**src/hw/rtl/jsu_pkg.sv**
```systemverilog
// Shared types and constants for the JSON string unescaper.
package jsu_pkg;

    // Result status codes
    typedef enum logic [2:0] {
        ST_DATA   = 3'd0,
        ST_CLOSED = 3'd1,
        ST_UNTERM = 3'd2,
        ST_BADESC = 3'd3,
        ST_BADHEX = 3'd4,
        ST_NOLOW  = 3'd5,
        ST_BADLOW = 3'd6,
        ST_CTRL   = 3'd7
    } t_status;

    // Scanner modes
    typedef enum logic [2:0] {
        MODE_NORMAL = 3'd0,
        MODE_ESC    = 3'd1,
        MODE_HEX1   = 3'd2,
        MODE_BSL    = 3'd3,
        MODE_U      = 3'd4,
        MODE_HEX2   = 3'd5
    } t_mode;

    // One job handed from the front to the back: up to four bytes
    typedef struct packed {
        logic [3:0][7:0] bytes;     // byte 0 goes out first
        logic [1:0]      last_idx;  // index of the final byte
        t_status         status;
    } t_job;

    localparam int QDEPTH = 2;

    localparam logic [7:0] CH_QUOTE = 8'h22;
    localparam logic [7:0] CH_BSL   = 8'h5C;
    localparam logic [7:0] CH_SLASH = 8'h2F;
    localparam logic [7:0] CH_B     = 8'h62;
    localparam logic [7:0] CH_F     = 8'h66;
    localparam logic [7:0] CH_N     = 8'h6E;
    localparam logic [7:0] CH_R     = 8'h72;
    localparam logic [7:0] CH_T     = 8'h74;
    localparam logic [7:0] CH_U     = 8'h75;
    localparam logic [7:0] CH_SPACE = 8'h20;

endpackage

```
**src/hw/rtl/jsu_front.sv**
```systemverilog
// Front end: escape scanner that turns each accepted byte into at most one job.
module jsu_front (
    input  logic          i_clk,
    input  logic          i_rst_n,
    input  logic          i_accept,
    input  logic          i_end,
    input  logic [7:0]    i_byte,
    output logic          o_push,
    output jsu_pkg::t_job o_job
);

    jsu_pkg::t_mode r_mode, n_mode;
    logic [1:0]     r_cnt, n_cnt;
    logic [15:0]    r_acc, n_acc;
    logic [9:0]     r_high, n_high;

    // Hex digit value, bit 4 set when not a hex digit
    function automatic logic [4:0] hex_val(input logic [7:0] c);
        logic [4:0] v;
        if (c >= 8'h30 && c <= 8'h39)      v = {1'b0, 4'(c - 8'h30)};
        else if (c >= 8'h61 && c <= 8'h66) v = {1'b0, 4'(c - 8'h57)};
        else if (c >= 8'h41 && c <= 8'h46) v = {1'b0, 4'(c - 8'h37)};
        else                               v = 5'h10;
        return v;
    endfunction

    function automatic jsu_pkg::t_job job_status(input jsu_pkg::t_status st);
        jsu_pkg::t_job j;
        j.bytes    = '0;
        j.last_idx = 2'd0;
        j.status   = st;
        return j;
    endfunction

    function automatic jsu_pkg::t_job job_byte(input logic [7:0] b);
        jsu_pkg::t_job j;
        j.bytes    = {24'd0, b};
        j.last_idx = 2'd0;
        j.status   = jsu_pkg::ST_DATA;
        return j;
    endfunction

    // UTF-8 encoding of a code point
    function automatic jsu_pkg::t_job job_utf8(input logic [20:0] cp);
        jsu_pkg::t_job j;
        j.bytes  = '0;
        j.status = jsu_pkg::ST_DATA;
        if (cp <= 21'h7F) begin
            j.bytes[0] = cp[7:0];
            j.last_idx = 2'd0;
        end else if (cp <= 21'h7FF) begin
            j.bytes[0] = {3'b110, cp[10:6]};
            j.bytes[1] = {2'b10, cp[5:0]};
            j.last_idx = 2'd1;
        end else if (cp <= 21'hFFFF) begin
            j.bytes[0] = {4'b1110, cp[15:12]};
            j.bytes[1] = {2'b10, cp[11:6]};
            j.bytes[2] = {2'b10, cp[5:0]};
            j.last_idx = 2'd2;
        end else begin
            j.bytes[0] = {5'b11110, cp[20:18]};
            j.bytes[1] = {2'b10, cp[17:12]};
            j.bytes[2] = {2'b10, cp[11:6]};
            j.bytes[3] = {2'b10, cp[5:0]};
            j.last_idx = 2'd3;
        end
        return j;
    endfunction

    logic [4:0]  w_hex;
    logic [15:0] w_acc;
    logic [20:0] w_pair;

    assign w_hex  = hex_val(i_byte);
    assign w_acc  = {r_acc[11:0], w_hex[3:0]};
    // 0x10000 + (high << 10) + (low - 0xDC00)
    assign w_pair = {11'(r_high) + 11'd64, w_acc[9:0]};

    // Next state and job
    always_comb begin
        n_mode = r_mode;
        n_cnt  = r_cnt;
        n_acc  = r_acc;
        n_high = r_high;
        o_push = 1'b0;
        o_job  = job_status(jsu_pkg::ST_DATA);
        if (i_accept) begin
            if (i_end) begin
                o_push = 1'b1;
                o_job  = job_status(jsu_pkg::ST_UNTERM);
                n_mode = jsu_pkg::MODE_NORMAL;
                n_cnt  = '0;
                n_acc  = '0;
                n_high = '0;
            end else begin
                unique case (r_mode) inside
                    jsu_pkg::MODE_ESC: begin
                        n_mode = jsu_pkg::MODE_NORMAL;
                        o_push = 1'b1;
                        unique case (i_byte)
                            jsu_pkg::CH_QUOTE: o_job = job_byte(8'h22);
                            jsu_pkg::CH_BSL:   o_job = job_byte(8'h5C);
                            jsu_pkg::CH_SLASH: o_job = job_byte(8'h2F);
                            jsu_pkg::CH_B:     o_job = job_byte(8'h08);
                            jsu_pkg::CH_F:     o_job = job_byte(8'h0C);
                            jsu_pkg::CH_N:     o_job = job_byte(8'h0A);
                            jsu_pkg::CH_R:     o_job = job_byte(8'h0D);
                            jsu_pkg::CH_T:     o_job = job_byte(8'h09);
                            jsu_pkg::CH_U: begin
                                o_push = 1'b0;
                                n_mode = jsu_pkg::MODE_HEX1;
                                n_cnt  = '0;
                                n_acc  = '0;
                            end
                            default: begin
                                o_job  = job_status(jsu_pkg::ST_BADESC);
                                n_cnt  = '0;
                                n_acc  = '0;
                                n_high = '0;
                            end
                        endcase
                    end
                    jsu_pkg::MODE_HEX1, jsu_pkg::MODE_HEX2: begin
                        if (w_hex[4]) begin
                            o_push = 1'b1;
                            o_job  = job_status(jsu_pkg::ST_BADHEX);
                            n_mode = jsu_pkg::MODE_NORMAL;
                            n_cnt  = '0;
                            n_acc  = '0;
                            n_high = '0;
                        end else if (r_cnt != 2'd3) begin
                            n_acc = w_acc;
                            n_cnt = r_cnt + 2'd1;
                        end else begin
                            n_cnt = '0;
                            n_acc = '0;
                            if (r_mode == jsu_pkg::MODE_HEX1) begin
                                if (w_acc >= 16'hD800 && w_acc <= 16'hDBFF) begin
                                    n_high = w_acc[9:0];
                                    n_mode = jsu_pkg::MODE_BSL;
                                end else if (w_acc >= 16'hDC00 && w_acc <= 16'hDFFF) begin
                                    o_push = 1'b1;
                                    o_job  = job_status(jsu_pkg::ST_BADLOW);
                                    n_mode = jsu_pkg::MODE_NORMAL;
                                    n_high = '0;
                                end else begin
                                    o_push = 1'b1;
                                    o_job  = job_utf8({5'd0, w_acc});
                                    n_mode = jsu_pkg::MODE_NORMAL;
                                end
                            end else begin
                                o_push = 1'b1;
                                n_mode = jsu_pkg::MODE_NORMAL;
                                n_high = '0;
                                if (w_acc >= 16'hDC00 && w_acc <= 16'hDFFF) begin
                                    o_job = job_utf8(w_pair);
                                end else begin
                                    o_job = job_status(jsu_pkg::ST_BADLOW);
                                end
                            end
                        end
                    end
                    jsu_pkg::MODE_BSL, jsu_pkg::MODE_U: begin
                        if ((r_mode == jsu_pkg::MODE_BSL && i_byte != jsu_pkg::CH_BSL) ||
                            (r_mode == jsu_pkg::MODE_U && i_byte != jsu_pkg::CH_U)) begin
                            o_push = 1'b1;
                            o_job  = job_status(jsu_pkg::ST_NOLOW);
                            n_mode = jsu_pkg::MODE_NORMAL;
                            n_cnt  = '0;
                            n_acc  = '0;
                            n_high = '0;
                        end else if (r_mode == jsu_pkg::MODE_BSL) begin
                            n_mode = jsu_pkg::MODE_U;
                        end else begin
                            n_mode = jsu_pkg::MODE_HEX2;
                            n_cnt  = '0;
                            n_acc  = '0;
                        end
                    end
                    default: begin
                        // Plain string body
                        n_mode = jsu_pkg::MODE_NORMAL;
                        if (i_byte == jsu_pkg::CH_QUOTE || i_byte < jsu_pkg::CH_SPACE) begin
                            o_push = 1'b1;
                            o_job  = job_status((i_byte == jsu_pkg::CH_QUOTE) ?
                                                jsu_pkg::ST_CLOSED : jsu_pkg::ST_CTRL);
                            n_cnt  = '0;
                            n_acc  = '0;
                            n_high = '0;
                        end else if (i_byte == jsu_pkg::CH_BSL) begin
                            n_mode = jsu_pkg::MODE_ESC;
                        end else begin
                            o_push = 1'b1;
                            o_job  = job_byte(i_byte);
                        end
                    end
                endcase
            end
        end
    end

    // Scanner state
    always_ff @(posedge i_clk) begin
        if (!i_rst_n) begin
            r_mode <= jsu_pkg::MODE_NORMAL;
            r_cnt  <= '0;
            r_acc  <= '0;
            r_high <= '0;
        end else begin
            r_mode <= n_mode;
            r_cnt  <= n_cnt;
            r_acc  <= n_acc;
            r_high <= n_high;
        end
    end

endmodule

```
**src/hw/rtl/jsu_queue.sv**
```systemverilog
// Two-entry job queue between the scanner and the byte sender.
module jsu_queue (
    input  logic          i_clk,
    input  logic          i_rst_n,
    input  logic          i_push,
    input  jsu_pkg::t_job i_job,
    input  logic          i_pop,
    output logic          o_full,
    output logic          o_valid,
    output jsu_pkg::t_job o_job
);

    localparam int AW = $clog2(jsu_pkg::QDEPTH);

    jsu_pkg::t_job r_mem [jsu_pkg::QDEPTH];
    logic [AW-1:0] r_wp, r_rp;
    logic [AW:0]   r_cnt;

    assign o_full  = (r_cnt == (AW+1)'(jsu_pkg::QDEPTH));
    assign o_valid = (r_cnt != '0);
    assign o_job   = r_mem[r_rp];

    // Pointers and fill count
    always_ff @(posedge i_clk) begin
        if (!i_rst_n) begin
            r_wp  <= '0;
            r_rp  <= '0;
            r_cnt <= '0;
        end else begin
            if (i_push) r_wp <= r_wp + 1'b1;
            if (i_pop)  r_rp <= r_rp + 1'b1;
            r_cnt <= r_cnt + (AW+1)'(i_push) - (AW+1)'(i_pop);
        end
    end

    // Storage
    always_ff @(posedge i_clk) begin
        if (i_push) r_mem[r_wp] <= i_job;
    end

endmodule

```
**src/hw/rtl/jsu_back.sv**
```systemverilog
// Back end: sends the bytes of each job one per transaction.
module jsu_back (
    input  logic          i_clk,
    input  logic          i_rst_n,
    input  logic          i_job_valid,
    input  jsu_pkg::t_job i_job,
    output logic          o_pop,
    output logic          o_valid,
    input  logic          i_ready,
    output logic [7:0]    o_data,
    output logic [2:0]    o_status,
    output logic          o_last
);

    logic       r_valid;
    logic [7:0] r_data;
    logic [2:0] r_status;
    logic       r_last;
    logic [1:0] r_idx;
    logic       w_load, w_end;

    // Output register free or being drained this cycle
    assign w_load = i_job_valid && (!r_valid || i_ready);
    assign w_end  = (r_idx == i_job.last_idx);
    assign o_pop  = w_load && w_end;

    // Byte index within the current job
    always_ff @(posedge i_clk) begin
        if (!i_rst_n) begin
            r_valid <= 1'b0;
            r_idx   <= '0;
        end else begin
            if (w_load) begin
                r_valid <= 1'b1;
                r_idx   <= w_end ? 2'd0 : r_idx + 2'd1;
            end else if (i_ready) begin
                r_valid <= 1'b0;
            end
        end
    end

    // Output payload
    always_ff @(posedge i_clk) begin
        if (w_load) begin
            r_data   <= i_job.bytes[r_idx];
            r_status <= i_job.status;
            r_last   <= w_end;
        end
    end

    assign o_valid  = r_valid;
    assign o_data   = r_data;
    assign o_status = r_status;
    assign o_last   = r_last;

endmodule

```
**src/hw/rtl/json_string_unescape_utf8.sv**
```systemverilog
// Top level of the JSON string unescaper with UTF-8 output.
//
// channel  dir  tdata          tuser        tlast
// s        in   in_byte[7:0]   action[0]    -
// m        out  data_byte[7:0] status[2:0]  last
//
// One input byte per cycle is taken while the job queue has room.
// A \u escape that yields 2..4 UTF-8 bytes holds the byte sender until all are
// sent; bytes that follow can then fill the two-entry queue and stall the input.
// o_m_tvalid rises once a job is queued and then loaded into the output register.
// Reset is synchronous, active low, and clears the scanner, queue and sender.
// Output stalls only back up through the queue, never drop items.
module json_string_unescape_utf8 (
    input  logic       i_clk,
    input  logic       i_rst_n,
    input  logic       i_s_tvalid,
    output logic       o_s_tready,
    input  logic [7:0] i_s_tdata,   // [7:0] in_byte
    input  logic [0:0] i_s_tuser,   // [0] action
    output logic       o_m_tvalid,
    input  logic       i_m_tready,
    output logic [7:0] o_m_tdata,   // [7:0] data_byte
    output logic [2:0] o_m_tuser,   // [2:0] status
    output logic       o_m_tlast
);

    logic          w_push, w_pop, w_full, w_qvalid, w_accept;
    jsu_pkg::t_job w_fjob, w_qjob;

    assign o_s_tready = !w_full;
    assign w_accept   = i_s_tvalid && !w_full;

    jsu_front u_front (
        .i_clk    (i_clk),
        .i_rst_n  (i_rst_n),
        .i_accept (w_accept),
        .i_end    (i_s_tuser[0]),
        .i_byte   (i_s_tdata),
        .o_push   (w_push),
        .o_job    (w_fjob)
    );

    jsu_queue u_queue (
        .i_clk   (i_clk),
        .i_rst_n (i_rst_n),
        .i_push  (w_push),
        .i_job   (w_fjob),
        .i_pop   (w_pop),
        .o_full  (w_full),
        .o_valid (w_qvalid),
        .o_job   (w_qjob)
    );

    jsu_back u_back (
        .i_clk       (i_clk),
        .i_rst_n     (i_rst_n),
        .i_job_valid (w_qvalid),
        .i_job       (w_qjob),
        .o_pop       (w_pop),
        .o_valid     (o_m_tvalid),
        .i_ready     (i_m_tready),
        .o_data      (o_m_tdata),
        .o_status    (o_m_tuser),
        .o_last      (o_m_tlast)
    );

endmodule
```
**config.mk**
```make
export PLATFORM = sky130hd
export DESIGN_NAME = json_string_unescape_utf8
export DESIGN_NICKNAME = d
export VERILOG_FILES = /design/src/hw/rtl/jsu_pkg.sv /design/src/hw/rtl/jsu_front.sv /design/src/hw/rtl/jsu_queue.sv /design/src/hw/rtl/jsu_back.sv /design/src/hw/rtl/json_string_unescape_utf8.sv
export SDC_FILE = /design/constraint.sdc
export NUM_CORES = 1
export LEC_CHECK = 0
export ABC_AREA = 1
export BUFFER_PORTS_ARGS = -buffer_cell sky130_fd_sc_hd__buf_2
export CORE_AREA = 2 2 102 144
export DETAILED_ROUTE_END_ITERATION = 8
export DIE_AREA = 0 0 104 146
export PLACE_DENSITY_LB_ADDON = 0.12
export SETUP_SLACK_MARGIN = 0.3
export SLEW_MARGIN = 20
export SYNTH_ARGS = -nofsm -noshare
export SYNTH_HDL_FRONTEND = slang
export SYNTH_HIERARCHICAL = 1
export SYNTH_SLANG_ARGS = --single-unit
```
**constraint.sdc**
```tcl
create_clock -name i_clk -period 5.5 [get_ports i_clk]
set_input_delay 1.1 -clock i_clk [delete_from_list [all_inputs] [get_ports i_clk]]
set_output_delay 1.1 -clock i_clk [all_outputs]
set_load 0.05 [all_outputs]
```
==> results.json <==
{
  "status": "finished, final reports clean",
  "portBuffers": 26,
  "grt.total_usage_pct": 27.3,
  "power.density_nw_per_um2": 473,
  "rows": 51,
  "cp_slowest_stage_delay_ns": 0.49,
  "first_pass_iters": 6,
  "cp.buffers_inverters": 4,
  "antenna_found_initial": 0,
  "hold_buffers": 0,
  "worstHoldPathType": "flip-flop to flip-flop",
  "synth_commonest_cells": "nand2_1 (154), inv_1 (89), edfxtp_1 (86), nor2_1 (80), a21oi_1 (58)",
  "startpoint_type": "input port",
  "drive_above_1_share_pct": 21.1,
  "synth_most_common_cell": "nand2_1",
  "fin_ws_ns": 1.76,
  "vias": 6279,
  "rsz0062_at_grt": "false",
  "grt_pass1_vias": 6080,
  "maxCapViolations": 0,
  "grt_max_degree": 38,
  "worstSetupEndpointType": "flip-flop",
  "drt-total-wl_um": 20400,
  "wl_per_cell_um": 18.9,
  "path_class": "input port to flip-flop",
  "post_cts_buffers": 0,
  "ios": 27,
  "h-tree-depth": 4,
  "dp_hpwl_um": 15200,
  "ys_types": 60,
  "die_h_um": 146,
  "syn_area_um2": 7490,
  "die_x_um": 104,
  "final_hold_viol_count": 0,
  "synth_top_area_cell": "edfxtp_1",
  "netlist_top_cells_area": "edfxtp_1 (34%), dfxtp_1 (9.4%), nand2_1 (7.7%)",
  "synth_top_area_share_pct": 34.5,
  "fin_crit_ns": 3.74,
  "max_slew_margin_pct": 41.4,
  "cp.arrival_ns": 3.88,
  "cts_tree": "yes",
  "synth.yosys.warnings": 6,
  "final_core_util_pct": 60.4,
  "postSynthAreaPerCell_um2": 8.75,
  "grt_pass1_wl_um": 32100,
  "cts.reportedPaths.clkPinSlew_ns": 0.06,
  "syn_to_final_growth_pct": 11.1,
  "slowest_stage": "a221oi_1",
  "final_max_slew_viol_count": 0,
  "die_area_um2": 15200,
  "synth_ff_type": "edfxtp_1",
  "ir_drop_mv": 0.300,
  "setup_violations": 0,
  "cpLargestDelayFamily": "simple AND/OR/NAND/NOR gates",
  "fin_tns_setup_ns": 0,
  "synth_edf_count": 86,
  "p_leak_nw": 3.39,
  "via_per_inst": 5.84,
  "drtIter0Drc": 525,
  "route.detailed.drc": 0,
  "n_antenna_cell": 0,
  "core_area_um2": 13800,
  "synth_seq_cells": 121,
  "fin_skew_ns": 0.0155,
  "fin_crit_sh_pct": 68.0,
  "clk_path_buf_depth": 2,
  "worst_ep_required_time_ns": 5.64,
  "cts_root_buf": "clkbuf_16",
  "initial_core_util_pct": 54.3,
  "cp_common_cell": "nand2_1",
  "ant_nets": 0,
  "nets": 900,
  "tightest_slew_ns": 0.874,
  "grt_overflow": 0,
  "cts_made_buffers": 17,
  "gp_congestion": 0.953,
  "cts_resized": 0,
  "path_cells": "buf_2, inv_1, ha_1, inv_1, nand2_1, nand2_1, nand2_2, nand3_1, nand2_1, nand2_1, clkinv_1, nand3_1, nor2_2, nand3_4, nand2_8, nand2_4, nand2_2, nand2_1, a221oi_1",
  "worst-path-max-fanout": 11,
  "netlist_instances": 856,
  "fmax_ghz": 0.267,
  "synth.yosys.seq_area_share_pct": 43.8,
  "worstSkewPairLatency_ns": 0.42,
  "synthArstFlopShare_pct": 0,
  "cts.sinks": 121,
  "dp_slack_ns": 1.41
}
[cells by family after synthesis]
| family | Yosys count | synth area share [%] |
|---|---|---|
| and+or+nand+nor | 389 | 25.6 |
| other | 1 | 0.0501 |
| buffers and inverters | 140 | 8.92 |
| xor gates and xnor gates | 3 | 0.351 |
| AOI/OAI and AO/OA | 156 | 12.7 |
| DFF | 121 | 43.8 |
| adders and majority gates | 9 | 1.50 |
| muxes | 37 | 7.07 |
[power breakdown]
part / switching (mW) / leakage (nW) / internal, mW / total, mW
sequential: 0.138 / 1.11 / 1.24 / 1.37
clock: 0.434 / 0.307 / 0.769 / 1.20
combinational: 0.921 / 1.97 / 0.435 / 1.36
[state kept, by name (all words and copies together) (netlist names), named ones only]
name	count
u_back/o_data	8
u_back/o_last	1
u_back/o_status	3
u_back/o_valid	1
u_back/r_idx	2
u_front/r_acc	12
u_front/r_cnt	2
u_front/r_high	10
u_front/r_mode	3
u_queue/r_cnt	2
u_queue/r_mem	74
u_queue/r_rp	1
u_queue/r_wp	1
[layout make-up]
class	count	area [µm²]
clock buffers	17	425
clock inverters	15	213
fillers	1248	5460
inverters	105	403
multi-input cells	597	3560
flip-flops and latches	121	3280
well taps	185	231
repair buffers	36	205
[metrics by stage]
step	area [µm²]	hold WS (ns)	cells	power, mW
finish	8320	0.497	1076	3.93
global route	8320	0.531	1076	4.12
CTS	8310	0.498	1076	3.95
detailed placement	7680	0.483	1044	2.74
global placement	7680	0.474	1044	2.72
floorplan	7500	0.463	858	2.44
[tightest hold or removal path: cells and delay by family, from the launching register on]
family	cells	cell delay, ns
DFF	1	0.32
and+or+nand+nor	2	0.14
[placed cells by master (no fill, tap or decap), drive strengths merged, types with 2 or more instances in the layout]
master	instances
a211oi	17
a21oi	65
a31oi	4
and3	2
buf	36
bufinv	4
clkbuf	17
clkinv	6
clkinvlp	2
conb	3
dfxtp	35
edfxtp	86
ha	9
inv	108
mux2	37
nand2	182
nand3	60
nand4	20
nor2	95
nor3	22
nor4	6
o211ai	4
o21ai	37
o221ai	5
o22ai	15
o31ai	2
xor2	3
[final timing paths]
| path | startpoint | end | cells after the start | slack (ns) |
|---|---|---|---|---|
| worst max-delay path | i_s_tdata[0] | u_queue/r_mem[0][24] | 19 | 1.76 |
| worst min-delay path | u_queue/r_rp | u_queue/r_rp | 2 | 0.50 |
| worst max register to register | u_front/r_mode[2] | u_queue/r_mem[0][36] | 15 | 2.24 |
| worst min register to register | u_queue/r_rp | u_queue/r_rp | 2 | 0.50 |
[metal layers]
metal / wire length (µm) / global-route usage [%]
met1: 7960 / 31.7
met2: 10700 / 49.5
met3: 1000 / 4.21
met4: 677 / 11.9
met5: 0 / 0
(Power assumes the default switching activity.)
